[src/hw/rtl/sbrr_pkg.sv]
// ----------------------------------------------------------------------------
// sbrr_pkg
// Shared types and constants for the stepper rate ramp controller.
// ----------------------------------------------------------------------------
`default_nettype none

package sbrr_pkg;

	localparam int NUM_BUTTONS  = 4;
	localparam int PERIOD_WIDTH = 16;
	localparam int FREQ_WIDTH   = 32;

	localparam logic [15:0] FASTEST_RST  = 16'h0100;
	localparam logic [15:0] SLOWEST_RST  = 16'h4000;
	localparam logic [7:0]  RAMP_LEN_RST = 8'd128;
	localparam logic [7:0]  DEBOUNCE_RST = 8'h02;
	localparam logic [7:0]  LONG_RST     = 8'd122;
	localparam logic [15:0] PERIOD_MAX   = 16'hFFFF;

	// mode bits
	localparam int MODE_CW     = 0;
	localparam int MODE_HALF   = 1;
	localparam int MODE_SINGLE = 2;

	localparam logic [3:0] PIN_STEP_MASK = 4'h5;
	localparam logic [3:0] PIN_DIR_MASK  = 4'hA;

	typedef enum logic [2:0] {
		CFG_FASTEST  = 3'd0,
		CFG_SLOWEST  = 3'd1,
		CFG_RAMP_LEN = 3'd2,
		CFG_DEBOUNCE = 3'd3,
		CFG_LONG     = 3'd4
	} cfg_idx_t;

	typedef enum logic [3:0] {
		ST_IDLE,
		ST_EXP,
		ST_RAMP,
		ST_RWAIT,
		ST_BTN,
		ST_MLAUNCH,
		ST_MWAIT,
		ST_S1L,
		ST_S1W,
		ST_S2L,
		ST_S2W,
		ST_S3L,
		ST_S3W,
		ST_FIN
	} state_t;

endpackage

`default_nettype wire

[src/hw/rtl/sbrr_div.sv]
// ----------------------------------------------------------------------------
// sbrr_div
// Restoring radix-2 divider, one quotient bit per cycle.
// ----------------------------------------------------------------------------
`default_nettype none

module sbrr_div #(
	parameter int W = sbrr_pkg::FREQ_WIDTH
) (
	input  wire logic         clk,
	input  wire logic         arst_n,
	input  wire logic         start,
	input  wire logic [W-1:0] dividend,
	input  wire logic [W-1:0] divisor,
	output logic              busy,
	output logic              done,
	output logic [W-1:0]      quot,
	output logic [W-1:0]      rem
);

	localparam int CW = $clog2(W);

	logic [W-1:0]  rem_q;
	logic [W-1:0]  quot_q;
	logic [W-1:0]  dvs_q;
	logic [CW-1:0] cnt_q;
	logic          busy_q;
	logic          done_q;

	logic [W:0] shifted;
	logic       ge;

	always_comb begin
		shifted = {rem_q, quot_q[W-1]};
		ge      = shifted >= {1'b0, dvs_q};
	end

	always_ff @(posedge clk or negedge arst_n) begin
		if (!arst_n) begin
			busy_q <= 1'b0;
			done_q <= 1'b0;
			cnt_q  <= '0;
		end else if (start) begin
			busy_q <= 1'b1;
			done_q <= 1'b0;
			cnt_q  <= '0;
		end else if (busy_q) begin
			cnt_q <= cnt_q + 1'b1;
			if (cnt_q == CW'(W - 1)) begin
				busy_q <= 1'b0;
				done_q <= 1'b1;
			end
		end else begin
			done_q <= 1'b0;
		end
	end

	always_ff @(posedge clk) begin
		if (start) begin
			rem_q  <= '0;
			quot_q <= dividend;
			dvs_q  <= divisor;
		end else if (busy_q) begin
			rem_q  <= ge ? W'(shifted - {1'b0, dvs_q}) : shifted[W-1:0];
			quot_q <= {quot_q[W-2:0], ge};
		end
	end

	// divisor zero gives all ones, as wanted for the reciprocal
	assign busy = busy_q;
	assign done = done_q;
	assign quot = quot_q;
	assign rem  = rem_q;

endmodule

`default_nettype wire

[src/hw/rtl/stepper_button_rate_ramp_controller.sv]
// An expiry passes ST_EXP and then ST_FIN. A scan tick passes ST_RAMP, ST_RWAIT if
// a ramp division runs, ST_BTN, then a launch and a wait state per division, ST_FIN.
// A ramp tick runs one division, a ramp start three, a single-step repeat one;
// all use the shared serial divider (one quotient bit per cycle). One request at a
// time; a finished result sits in an output register. Reset: async, active low,
// to power-up state.
// ----------------------------------------------------------------------------
// stepper_button_rate_ramp_controller
// Button-driven step/dir controller with reciprocal frequency ramp.
// ----------------------------------------------------------------------------
`default_nettype none

module stepper_button_rate_ramp_controller #(
	parameter int FREQ_WIDTH = sbrr_pkg::FREQ_WIDTH
) (
	input  wire logic        clk,
	input  wire logic        arst_n,
	input  wire logic        in_valid,
	output logic             in_stall,
	input  wire logic        kind,
	input  wire logic [3:0]  buttons,
	output logic             out_valid,
	input  wire logic        out_stall,
	output logic [3:0]       coil_pins,
	output logic [15:0]      step_period,
	output logic             step_enable,
	output logic             clockwise,
	output logic             half_step,
	output logic             single_step,
	output logic             ramping,
	input  wire logic        cfg_valid,
	output logic             cfg_ready,
	input  wire logic [2:0]  cfg_index,
	input  wire logic [15:0] cfg_data
);

	localparam int NB = sbrr_pkg::NUM_BUTTONS;
	localparam logic [FREQ_WIDTH-1:0] FMAX = '1;

	sbrr_pkg::state_t state_q, state_d;

	logic [15:0] fastest_q, slowest_q;
	logic [7:0]  rlen_q, deb_q, lpt_q;
	logic [2:0]  mode_q;
	logic [15:0] target_q, applied_q, fast_now_q, slow_now_q;
	logic        pend_q, en_q, ra_q, lp_q;
	logic [7:0]  rl_q;
	logic [FREQ_WIDTH-1:0] freq_q, inc_q, endf_q;
	logic [7:0]  pc_q [NB];
	logic [3:0]  pins_q, btn_q;
	logic        kind_q;
	logic        out_valid_q;
	logic [3:0]  o_pins_q;
	logic [15:0] o_per_q;
	logic [4:0]  o_flags_q;

	logic                  div_start, div_busy, div_done;
	logic [FREQ_WIDTH-1:0] div_a, div_b, div_q, div_r;
	logic [FREQ_WIDTH-1:0] freq_next;
	logic [15:0]           recip_sat;
	logic                  out_load;

	// button step results
	logic [2:0]  b_m;
	logic [15:0] b_tgt, b_fn, b_sn;
	logic        b_pend, b_en, b_ra, b_lp, b_su, b_nm;
	logic [7:0]  b_rl;
	logic [7:0]  b_pc [NB];

	sbrr_div #(.W(FREQ_WIDTH)) u_div (
		.clk      (clk),
		.arst_n   (arst_n),
		.start    (div_start),
		.dividend (div_a),
		.divisor  (div_b),
		.busy     (div_busy),
		.done     (div_done),
		.quot     (div_q),
		.rem      (div_r)
	);

	assign freq_next = freq_q + inc_q;
	assign recip_sat = (div_q > FREQ_WIDTH'(sbrr_pkg::PERIOD_MAX)) ?
		sbrr_pkg::PERIOD_MAX : div_q[15:0];
	assign out_load  = (state_q == sbrr_pkg::ST_FIN) && (!out_valid_q || !out_stall);

	// next state
	always_comb begin
		state_d = state_q;
		unique case (state_q)
			sbrr_pkg::ST_IDLE:
				if (in_valid) state_d = kind ? sbrr_pkg::ST_EXP : sbrr_pkg::ST_RAMP;
			sbrr_pkg::ST_EXP:     state_d = sbrr_pkg::ST_FIN;
			sbrr_pkg::ST_RAMP:
				state_d = (ra_q && rl_q != 8'd0) ? sbrr_pkg::ST_RWAIT : sbrr_pkg::ST_BTN;
			sbrr_pkg::ST_RWAIT:   if (div_done) state_d = sbrr_pkg::ST_BTN;
			sbrr_pkg::ST_BTN: begin
				if (b_nm)      state_d = sbrr_pkg::ST_MLAUNCH;
				else if (b_su) state_d = sbrr_pkg::ST_S1L;
				else           state_d = sbrr_pkg::ST_FIN;
			end
			sbrr_pkg::ST_MLAUNCH: state_d = sbrr_pkg::ST_MWAIT;
			sbrr_pkg::ST_MWAIT:   if (div_done) state_d = sbrr_pkg::ST_FIN;
			sbrr_pkg::ST_S1L:     state_d = sbrr_pkg::ST_S1W;
			sbrr_pkg::ST_S1W:     if (div_done) state_d = sbrr_pkg::ST_S2L;
			sbrr_pkg::ST_S2L:     state_d = sbrr_pkg::ST_S2W;
			sbrr_pkg::ST_S2W:     if (div_done) state_d = sbrr_pkg::ST_S3L;
			sbrr_pkg::ST_S3L:     state_d = sbrr_pkg::ST_S3W;
			sbrr_pkg::ST_S3W:     if (div_done) state_d = sbrr_pkg::ST_FIN;
			sbrr_pkg::ST_FIN:     if (out_load) state_d = sbrr_pkg::ST_IDLE;
			default:              state_d = sbrr_pkg::ST_IDLE;
		endcase
	end

	// divider launch and handshake outputs
	always_comb begin
		div_start = 1'b0;
		div_a     = FMAX;
		div_b     = '0;
		unique case (state_q)
			sbrr_pkg::ST_RAMP: begin
				div_start = ra_q && rl_q != 8'd0;
				div_b     = freq_next;
			end
			sbrr_pkg::ST_MLAUNCH: begin
				div_start = 1'b1;
				div_a     = FREQ_WIDTH'(pc_q[2]);
				div_b     = FREQ_WIDTH'(deb_q);
			end
			sbrr_pkg::ST_S1L: begin
				div_start = 1'b1;
				div_b     = FREQ_WIDTH'(target_q >> 1);
			end
			sbrr_pkg::ST_S2L: begin
				div_start = 1'b1;
				div_b     = FREQ_WIDTH'(target_q);
			end
			sbrr_pkg::ST_S3L: begin
				div_start = 1'b1;
				div_a     = endf_q - freq_q;
				div_b     = FREQ_WIDTH'((rlen_q != 8'd0) ? rlen_q : 8'd1);
			end
			default: ;
		endcase
		in_stall  = state_q != sbrr_pkg::ST_IDLE;
		cfg_ready = 1'b1;
	end

	// button processing for one scan tick
	always_comb begin
		b_m    = mode_q;
		b_tgt  = target_q;
		b_fn   = fast_now_q;
		b_sn   = slow_now_q;
		b_pend = pend_q;
		b_en   = en_q;
		b_ra   = ra_q;
		b_lp   = lp_q;
		b_rl   = rl_q;
		b_su   = 1'b0;
		b_nm   = 1'b0;
		for (int i = 0; i < NB; i++) b_pc[i] = pc_q[i];

		if (btn_q == 4'd0) begin
			if (!b_lp && b_pc[1] >= deb_q) begin
				b_m[sbrr_pkg::MODE_SINGLE] = !b_m[sbrr_pkg::MODE_SINGLE];
				if (!b_m[sbrr_pkg::MODE_SINGLE]) b_en = 1'b1;
			end
			for (int i = 0; i < NB; i++) b_pc[i] = 8'd0;
			b_lp = 1'b0;
		end else begin
			if (btn_q[0]) begin
				if (b_pc[0] < lpt_q) b_pc[0] = b_pc[0] + 8'd1;
				if (b_pc[0] == deb_q) b_m[sbrr_pkg::MODE_CW] = !b_m[sbrr_pkg::MODE_CW];
			end else begin
				b_pc[0] = 8'd0;
			end

			if (btn_q[1]) begin
				if (b_pc[1] < lpt_q) b_pc[1] = b_pc[1] + 8'd1;
				if (b_pc[1] == lpt_q) begin
					b_m[sbrr_pkg::MODE_HALF] = !b_m[sbrr_pkg::MODE_HALF];
					if (b_m[sbrr_pkg::MODE_HALF]) begin
						b_tgt = b_tgt >> 1;
						b_fn  = fastest_q >> 1;
						b_sn  = slowest_q >> 1;
					end else begin
						b_tgt = b_tgt[15] ? sbrr_pkg::PERIOD_MAX : {b_tgt[14:0], 1'b0};
						b_fn  = fastest_q;
						b_sn  = slowest_q;
					end
					b_pend  = 1'b1;
					b_lp    = 1'b1;
					b_pc[1] = 8'd0;
				end
			end else begin
				if (!b_lp && b_pc[1] >= deb_q) begin
					b_m[sbrr_pkg::MODE_SINGLE] = !b_m[sbrr_pkg::MODE_SINGLE];
					if (!b_m[sbrr_pkg::MODE_SINGLE]) b_en = 1'b1;
				end
				b_lp    = 1'b0;
				b_pc[1] = 8'd0;
			end

			if (btn_q[2]) begin
				if (!b_m[sbrr_pkg::MODE_SINGLE]) begin
					if (b_pc[2] < lpt_q) b_pc[2] = b_pc[2] + 8'd1;
					if (b_pc[2] == deb_q) begin
						if (!b_ra && (b_tgt >> 1) >= b_fn) begin
							b_ra = 1'b1;
							b_rl = rlen_q;
							b_su = 1'b1;
						end
						b_en = 1'b1;
					end
				end else begin
					// repeat stepping: remainder from the divider unless debounce is zero
					b_pc[2] = b_pc[2] + 8'd1;
					if (deb_q == 8'd0) begin
						if (b_pc[2] == 8'd0) b_en = 1'b1;
					end else begin
						b_nm = 1'b1;
					end
				end
			end else begin
				b_pc[2] = 8'd0;
			end

			if (btn_q[3]) begin
				if (b_pc[3] < lpt_q) b_pc[3] = b_pc[3] + 8'd1;
				if (b_pc[3] == deb_q) begin
					if (!b_m[sbrr_pkg::MODE_SINGLE] && !b_ra && b_tgt <= (b_sn >> 1)) begin
						b_tgt  = b_tgt[15] ? sbrr_pkg::PERIOD_MAX : {b_tgt[14:0], 1'b0};
						b_pend = 1'b1;
					end
					b_en = 1'b1;
				end
			end else begin
				b_pc[3] = 8'd0;
			end
		end
	end

	always_ff @(posedge clk or negedge arst_n) begin
		if (!arst_n) begin
			state_q     <= sbrr_pkg::ST_IDLE;
			fastest_q   <= sbrr_pkg::FASTEST_RST;
			slowest_q   <= sbrr_pkg::SLOWEST_RST;
			rlen_q      <= sbrr_pkg::RAMP_LEN_RST;
			deb_q       <= sbrr_pkg::DEBOUNCE_RST;
			lpt_q       <= sbrr_pkg::LONG_RST;
			mode_q      <= 3'b001;
			target_q    <= sbrr_pkg::SLOWEST_RST;
			applied_q   <= sbrr_pkg::SLOWEST_RST;
			fast_now_q  <= sbrr_pkg::FASTEST_RST;
			slow_now_q  <= sbrr_pkg::SLOWEST_RST;
			pend_q      <= 1'b0;
			en_q        <= 1'b1;
			ra_q        <= 1'b0;
			lp_q        <= 1'b0;
			rl_q        <= 8'd0;
			freq_q      <= '0;
			inc_q       <= '0;
			for (int i = 0; i < NB; i++) pc_q[i] <= 8'd0;
			pins_q      <= 4'd0;
			out_valid_q <= 1'b0;
		end else begin
			state_q <= state_d;

			if (cfg_valid && cfg_ready) begin
				unique case (cfg_index)
					sbrr_pkg::CFG_FASTEST: begin
						fastest_q  <= cfg_data;
						fast_now_q <= mode_q[sbrr_pkg::MODE_HALF] ? (cfg_data >> 1) : cfg_data;
						slow_now_q <= mode_q[sbrr_pkg::MODE_HALF] ? (slowest_q >> 1) : slowest_q;
					end
					sbrr_pkg::CFG_SLOWEST: begin
						slowest_q  <= cfg_data;
						slow_now_q <= mode_q[sbrr_pkg::MODE_HALF] ? (cfg_data >> 1) : cfg_data;
						fast_now_q <= mode_q[sbrr_pkg::MODE_HALF] ? (fastest_q >> 1) : fastest_q;
					end
					sbrr_pkg::CFG_RAMP_LEN: rlen_q <= cfg_data[7:0];
					sbrr_pkg::CFG_DEBOUNCE: deb_q  <= cfg_data[7:0];
					sbrr_pkg::CFG_LONG:     lpt_q  <= cfg_data[7:0];
					default: ;
				endcase
			end

			unique case (state_q)
				sbrr_pkg::ST_EXP: begin
					if (en_q) begin
						if (pend_q) begin
							applied_q <= target_q;
							pend_q    <= 1'b0;
						end
						if (mode_q[1:0] == 2'b00)
							pins_q <= (pins_q ^ sbrr_pkg::PIN_STEP_MASK) | sbrr_pkg::PIN_DIR_MASK;
						else if (mode_q[1:0] == 2'b01)
							pins_q <= (pins_q ^ sbrr_pkg::PIN_STEP_MASK) & sbrr_pkg::PIN_STEP_MASK;
						if (mode_q[sbrr_pkg::MODE_SINGLE]) en_q <= 1'b0;
					end
				end
				sbrr_pkg::ST_RAMP: begin
					if (ra_q) begin
						if (rl_q == 8'd0) begin
							ra_q <= 1'b0;
						end else begin
							rl_q   <= rl_q - 8'd1;
							freq_q <= freq_next;
						end
					end
				end
				sbrr_pkg::ST_RWAIT: begin
					if (div_done) begin
						target_q <= recip_sat;
						pend_q   <= 1'b1;
					end
				end
				sbrr_pkg::ST_BTN: begin
					mode_q     <= b_m;
					target_q   <= b_tgt;
					fast_now_q <= b_fn;
					slow_now_q <= b_sn;
					pend_q     <= b_pend;
					en_q       <= b_en;
					ra_q       <= b_ra;
					lp_q       <= b_lp;
					rl_q       <= b_rl;
					for (int i = 0; i < NB; i++) pc_q[i] <= b_pc[i];
				end
				sbrr_pkg::ST_MWAIT: begin
					if (div_done && div_r == '0) en_q <= 1'b1;
				end
				sbrr_pkg::ST_S2W: begin
					if (div_done) freq_q <= div_q;
				end
				sbrr_pkg::ST_S3W: begin
					if (div_done) inc_q <= div_q;
				end
				default: ;
			endcase

			if (out_load) out_valid_q <= 1'b1;
			else if (!out_stall) out_valid_q <= 1'b0;
		end
	end

	always_ff @(posedge clk) begin
		if (state_q == sbrr_pkg::ST_IDLE && in_valid) begin
			kind_q <= kind;
			btn_q  <= buttons;
		end
		if (state_q == sbrr_pkg::ST_S1W && div_done) endf_q <= div_q;
		if (out_load) begin
			o_pins_q  <= pins_q;
			o_per_q   <= applied_q;
			o_flags_q <= {ra_q, mode_q[2], mode_q[1], mode_q[0], en_q};
		end
	end

	assign out_valid   = out_valid_q;
	assign coil_pins   = o_pins_q;
	assign step_period = o_per_q;
	assign step_enable = o_flags_q[0];
	assign clockwise   = o_flags_q[1];
	assign half_step   = o_flags_q[2];
	assign single_step = o_flags_q[3];
	assign ramping     = o_flags_q[4];

	// assertions
	a_ramp_left_idle: assert property (@(posedge clk) disable iff (!arst_n)
		!ra_q |-> rl_q == 8'd0) else $error("ramp counter left over after ramp end");

	a_div_idle: assert property (@(posedge clk) disable iff (!arst_n)
		state_q == sbrr_pkg::ST_IDLE |-> !div_busy) else $error("divider busy while idle");

	a_done_in_wait: assert property (@(posedge clk) disable iff (!arst_n)
		div_done |-> (state_q == sbrr_pkg::ST_RWAIT || state_q == sbrr_pkg::ST_MWAIT ||
		state_q == sbrr_pkg::ST_S1W || state_q == sbrr_pkg::ST_S2W ||
		state_q == sbrr_pkg::ST_S3W)) else $error("division finished outside a wait state");

	a_kind_path: assert property (@(posedge clk) disable iff (!arst_n)
		state_q == sbrr_pkg::ST_EXP |-> kind_q)
		else $error("expiry path entered for a scan tick");

endmodule

`default_nettype wire
[config.mk]
export PLATFORM = sky130hd
export DESIGN_NAME = stepper_button_rate_ramp_controller
export DESIGN_NICKNAME = d
export VERILOG_FILES = /design/src/hw/rtl/sbrr_pkg.sv /design/src/hw/rtl/sbrr_div.sv /design/src/hw/rtl/stepper_button_rate_ramp_controller.sv
export SDC_FILE = /design/constraint.sdc
export NUM_CORES = 1
export LEC_CHECK = 0
export ABC_AREA = 1
export BUFFER_PORTS_ARGS = -buffer_cell sky130_fd_sc_hd__buf_2
export CORE_MARGIN = 5
export CORE_UTILIZATION = 62
export CTS_BUF_LIST = sky130_fd_sc_hd__clkbuf_2 sky130_fd_sc_hd__clkbuf_4 sky130_fd_sc_hd__clkbuf_8
export CTS_CLUSTER_SIZE = 12
export DETAILED_ROUTE_END_ITERATION = 8
export PLACE_DENSITY = 0.82
export SKIP_CTS_REPAIR_TIMING = 1
export SYNTH_ARGS = -nofsm -noshare
export SYNTH_HDL_FRONTEND = slang
export SYNTH_SLANG_ARGS = --single-unit
[constraint.sdc]
create_clock -name clk -period 5.9 [get_ports clk]
set_input_delay 0.59 -clock clk [delete_from_list [all_inputs] [get_ports clk]]
set_output_delay 0.59 -clock clk [all_outputs]
set_load 0.1 [all_outputs]
==> metrics.yaml, run 1 <==
status: "finished clean"
slowest_stage: "dfstp_2"
yosys-top-cells-count: "nand2_1 (655), inv_1 (418), o21ai_0 (372)"
grt-ovfl-total: 0
final_core_util: 0.6868
hpwl_um: 54090
worstReg2RegStart: "lpt_q[6]"
wl_per_cell_um: 19.72
power_frac_comb: 0.488
clock_skew_ps: 26.28
power_density_mw_per_mm2: 517.0
clk_latency_ps: 660
p_leak_nw: 12.74
p_total_mw: 14.50
ios: 57
finalCritPeriodShare: 0.8904
place_ws_ps: 263.3
tightest_slew_ps: 1120
synth_top_cell_area_share: 0.2240
cts_buffers: 72
min-delay-start: "buttons[3]"
htreeDepth: 3
fin_ws_ps: 646.7
clk_pin_slew_ps: 60
p_sw_mw: 6.576
area_growth_pct: 9.641
start_util: 0.6264
synth_nets: 3419
routed_wl_um: 76080
cp_num_buf_inv: 5
drc_errors: 0
gp_congestion: 0.9992
coreArea_mm2: 0.04083
seq_area_frac_synth: 0.4101
drive_gt1_frac: 0.09504
switching_share: 0.4535
grt_antenna_before_repair: 1
maxSlewHeadroom: 0.2438
synth_edf_count: 124
hold_viol: 0
slew_viol_final: 0
yosys_warnings: 0
synth_area_leaders: "dfrtp_1 (22%), edfxtp_1 (15%), nand2_1 (9.6%), ha_1 (8.1%), o21ai_0 (7.3%)"
max_stage_delay_ps: 540
cap_violations: 0
setup_viol_count_final: 0
die_h_um: 213.1
timing.critical_path.max_delay_family: "simple AND/OR/NAND/NOR gates"
power_frac_seq: 0.313
post-route-min-period_ps: 5253
synth.distinct_cells: 70
avgSynthCellArea_um2: 7.941
dieArea_mm2: 0.04542
portBuffers: 55
ys_async_sr_fraction: 0.6100
crit_type: "reg -> reg"
max-vdd-ir-drop_mv: 0.2653
min_path_type: "in -> reg"
clkPwrFrac: 0.199
postSynthCellCount: 3221
firstDrtPassIters: 6
fp.dieW_um: 213.1
grt_pass1_vias: 22865
cts_tree: "done"
startpoint: "lpt_q[6]"
cp-end-kind: "register"
cts_root_buffer: "clkbuf_8"
required_ps: 6420
worstPathMaxFanout: 27
grt_usage: 0.3307
final_nets: 3463
antenna_left: 0
viasPerCell: 6.167
cts.sinks: 400
p_int_mw: 7.924
max-clock-path-buffers: 3
ys_ff_latch: 400
drt_iter0_drc: 2854
synth_top_cell_by_area: "dfrtp_1"
fmax_mhz: 190.4
rows: 74
num_vias: 23791
syn_area_mm2: 0.02558
synthFlopType: "dfrtp_1"
cp_common_cell: "nand2_1"
grt_first_pass_wirelength_um: 120300
critPathLaunchType: "register"
synthMostInstantiatedCell: "nand2_1"
grt_max_degree: 109
cp_data_arrival_time_ps: 5770
[flip-flops by register name (all words and copies together), names as in the netlist, 15 cells and up]
name / count
applied_q: 16
endf_q: 32
fast_now_q: 16
fastest_q: 16
freq_q: 32
inc_q: 32
pc_q: 32
slow_now_q: 15
slowest_q: 15
step_period: 16
target_q: 16
u_div.dvs_q: 32
u_div.quot: 32
u_div.rem: 32
[worst register-to-register path: cells and delay by family, from the launching register on]
family	cells	cell delay, ps
buffers and inverters	5	700
AO/OA/AOI/OAI	5	620
adder cells (fa/ha/maj)	2	620
AND/OR/NAND/NOR	31	2650
flip-flops	1	540
[cells in the final DEF (no fill, tap or decap), types with 7 or more instances in the layout]
| master | Yosys | routed |
|---|---|---|
| clkinv_2 | 0 | 10 |
| a21boi_0 | 7 | 7 |
| a211oi_1 | 7 | 7 |
| o21ai_1 | 7 | 9 |
| nor3_1 | 28 | 25 |
| nor2_2 | 2 | 8 |
| o21ai_0 | 372 | 370 |
| nand3_1 | 141 | 140 |
| o32ai_1 | 7 | 7 |
| dfrtp_1 | 229 | 228 |
| clkbuf_4 | 0 | 26 |
| a31oi_1 | 36 | 36 |
| dfxtp_1 | 32 | 32 |
| ha_1 | 166 | 166 |
| o211ai_1 | 58 | 58 |
| o22ai_1 | 48 | 48 |
| buf_2 | 5 | 54 |
| clkinv_1 | 5 | 9 |
| o21a_1 | 25 | 25 |
| inv_1 | 418 | 417 |
| nand3_2 | 12 | 13 |
| a21oi_2 | 8 | 8 |
| clkbuf_8 | 0 | 86 |
| buf_4 | 5 | 37 |
| xnor2_1 | 37 | 37 |
| nor2_1 | 195 | 187 |
| nor4_1 | 25 | 25 |
| edfxtp_1 | 124 | 124 |
| a22oi_1 | 11 | 11 |
| nand4_1 | 26 | 26 |
| a21oi_1 | 203 | 202 |
| xor2_1 | 75 | 75 |
| a32o_1 | 12 | 12 |
| nand2_1 | 655 | 653 |
| dfstp_2 | 15 | 15 |
| nand2_2 | 12 | 12 |
| o221ai_1 | 25 | 25 |
[path summary, 6_finish.rpt]
kind	endpoint	slack (ps)	depth (start not counted)
setup / recovery	target_q[10]	650	43
hold / removal	btn_q[3]	120	1
setup reg to reg	target_q[10]	650	43
hold reg to reg	endf_q[1]	450	0
max in group asynchronous	inc_q[9]	4220	3
min in group asynchronous	inc_q[16]	530	2
[area by class of cell]
type,count,area [um^2]
Tap cell,532,665.6
Timing Repair Buffer,96,615.6
Inverter,427,1615
Sequential cell,400,10490
Fill cell,3356,12790
Clock buffer,112,1379
Timing Repair inverter,1,8.758
Multi-Input combinational cell,2267,13070
Antenna cell,1,2.502
Clock inverter,22,202.7
[power groups by stage]
stage | clock (mW) | combinational, mW | sequential [mW]
global placement | 0 | 6.61 | 4.53
floorplan | 0 | 5.12 | 4.43
global route | 3.03 | 7.87 | 4.62
detailed placement | 0 | 6.84 | 4.56
finish | 2.88 | 7.08 | 4.54
CTS | 2.91 | 6.90 | 4.52
[routing by layer]
metal	vias up	wire, um	track usage	part of all wire
li1	11127	-	-	-
met3	290	5679	0.05304	0.075
met2	1200	36110	0.5512	0.47
met4	0	4395	0.1664	0.058
met1	11174	29890	0.4199	0.39
met5	-	0	0	0
[stage by stage]
stage,setup TNS (ps),std cells,cell area (um^2),hold slack [ps]
floorplan,0,3221,25580,294.4
global placement,0,3709,26290,433.1
detailed placement,0,3709,26290,434.7
CTS,0,3843,27870,-47.53
global route,-28.88,3857,28040,88.98
finish,0,3858,28040,116.7
[cell families (layout without fill, tap and decap cells)]
family	Yosys count	count (layout)	share of synthesized area
buffers and inverters	554	658	0.08306
muxes	1	1	0.0004402
xor gates and xnor gates	112	112	0.03835
DFF	400	400	0.4101
adders and majority gates	169	169	0.08355
AOI/OAI and AO/OA	869	869	0.1989
and+or+nand+nor	1115	1115	0.1854
other	1	2	0.0001466
Note: power is estimated with default switching activity, not from simulation.
==> run 2: changes to the inputs <==
ABC_AREA = 0   (was 1)
==> metrics.yaml, run 2 <==
final_nets: 3000
wl_per_cell_um: 21.04
portBuffers: 55
avgSynthCellArea_um2: 9.380
seq_area_frac_synth: 0.4049
grt_pass1_vias: 21376
start_util: 0.6302
synthFlopType: "dfrtp_1"
postSynthCellCount: 2762
hold_slack_ps: 72.77
crit_chain: "inv_1 -> ha_1 -> a21o_1 -> a221o_1 -> a21oi_1 -> mux2_2 -> nor4_4 -> nand3_4 -> buf_4 -> a21oi_1 -> ha_1 -> a21o_1 -> a21o_1 -> a21oi_1 -> o21a_1 -> o21ai_0 -> a211oi_2 -> o21ai_2 -> and4b_1 -> o21ai_4 -> buf_4 -> a21oi_1 -> o22ai_1"
grt_antenna_before_repair: 0
coreArea_mm2: 0.04111
p_leak_nw: 12.14
layout_commonest_cell: "a21oi_1"
post-route-min-period_ps: 5641
fin_cells: 3392
area_growth_pct: 9.466
critPathLaunchType: "register"
tightest_slew_ps: 1231
cap_violations: 0
maxSlewHeadroom: 0.1767
hold_viol: 0
cts_buffers: 70
routed_wl_um: 71360
antenna_left: 0
crit_type: "reg -> reg"
ys_ff_latch: 400
yosys-top-cells-count: "a21oi_1 (262), dfrtp_1 (229), nor2_1 (217)"
required_ps: 6470
fin_ws_ps: 258.8
drive_gt1_frac: 0.1423
layout_common_cells: "a21oi_1 (258), dfrtp_1 (228), nor2_1 (215), nand2_1 (204), o21ai_0 (185)"
cp_common_cell: "a21oi_1"
p_total_mw: 6.532
cts_root_buffer: "clkbuf_8"
grt-ovfl-total: 0
drt_iter0_drc: 2404
synth_nets: 2960
power_density_mw_per_mm2: 230.3
max-clock-path-buffers: 3
fmax_mhz: 177.3
yosys_warnings: 0
multi_input_area_mm2: 0.01451
grt_usage: 0.2981
synth_area_leaders: "dfrtp_1 (22%), edfxtp_1 (14%), ha_1 (8.0%), a21oi_1 (5.1%), mux2i_1 (4.4%)"
firstDrtPassIters: 6
rows: 74
cp_data_arrival_time_ps: 6210
clock_skew_ps: 40.97
fin_setup_tns_ps: 0
register_area_mm2: 0.01049
clk_latency_ps: 640
clk_pin_slew_ps: 70
hpwl_um: 48970
max-vdd-ir-drop_mv: 0.2158
final_core_util: 0.6899
cts_tree: "done"
cp-end-kind: "register"
grt_first_pass_wirelength_um: 113400
min_path_type: "in -> async"
place_ws_ps: -357.2
drc_errors: 0
setup_viol_count_final: 0
gp_congestion: 0.9426
rsz0062_at_grt: "no"
slew_viol_final: 0
slowest_stage: "dfstp_2"
cts.sinks: 400
fp.dieW_um: 214.4
syn_area_mm2: 0.02591
synth.distinct_cells: 88
viasPerCell: 6.494
finalCritPeriodShare: 0.9561
dp.cells: 3251
grt_max_degree: 137
dieArea_mm2: 0.04597
die_h_um: 214.4
status: "finished clean"
final_area_mm2: 0.02836
htreeDepth: 3
synth_top_cell_area_share: 0.2212
synthMostInstantiatedCell: "a21oi_1"
num_vias: 22026
worstPathMaxFanout: 22
dpl_cell_area_mm2: 0.02672
nFillCells: 3132
antennaDiodeCount: 0
ios: 57
synth_top_cell_by_area: "dfrtp_1"
max_stage_delay_ps: 540
synth_edf_count: 124
ys_async_sr_fraction: 0.6100
## run 2: per-layer routing
layer,global-route usage,up-vias,wire length [um]
met5,0,-,0
met4,0.1385,0,3328
met3,0.04038,216,5271
met2,0.4825,974,33030
met1,0.4016,10623,29730
li1,-,10213,-
## run 2: final timing paths
kind,end,slack [ps],start,depth (start not counted)
max,rl_q[4],260,lpt_q[6],23
min reg2reg,step_period[13],440,applied_q[13],0
max in group asynchronous,fastest_q[13],4550,arst_n,2
min in group clk,btn_q[3],130,buttons[3],1
max reg2reg,rl_q[4],260,lpt_q[6],23
min,pc_q[31],70,arst_n,1
## run 2: cells by family after synthesis
| kind of cell | after synthesis | synth area share |
|---|---|---|
| muxes | 219 | 0.09050 |
| other | 1 | 0.0001447 |
| xor gates and xnor gates | 133 | 0.04496 |
| DFF | 400 | 0.4049 |
| buffers and inverters | 269 | 0.03994 |
| and+or+nand+nor | 736 | 0.1351 |
| AOI/OAI and AO/OA | 833 | 0.2012 |
| adders and majority gates | 171 | 0.08326 |
## run 2: final cells by class
| type | count | share of cell area |
|---|---|---|
| Clock buffer | 103 | 0.04491 |
| Clock inverter | 27 | 0.007147 |
| Inverter | 123 | 0.01628 |
| Multi-Input combinational cell | 2094 | 0.5118 |
| Sequential cell | 400 | 0.3700 |
| Tap cell | 532 | 0.02347 |
| Timing Repair Buffer | 113 | 0.02643 |
## run 2: report_power, final
group | internal (mW) | switching, mW | total, mW
clock | 1.49 | 1.22 | 2.71
sequential | 2.98 | 0.169 | 3.15
combinational | 0.300 | 0.377 | 0.677
total | 4.77 | 1.76 | 6.53
## run 2: worst max-delay path: cells and delay by family (launching register included)
family,cells,cell delay (ps)
and+or+nand+nor,3,870
DFF,1,540
buffers and inverters,3,520
adders and majority gates,2,580
AOI/OAI and AO/OA,14,2660
muxes,1,390
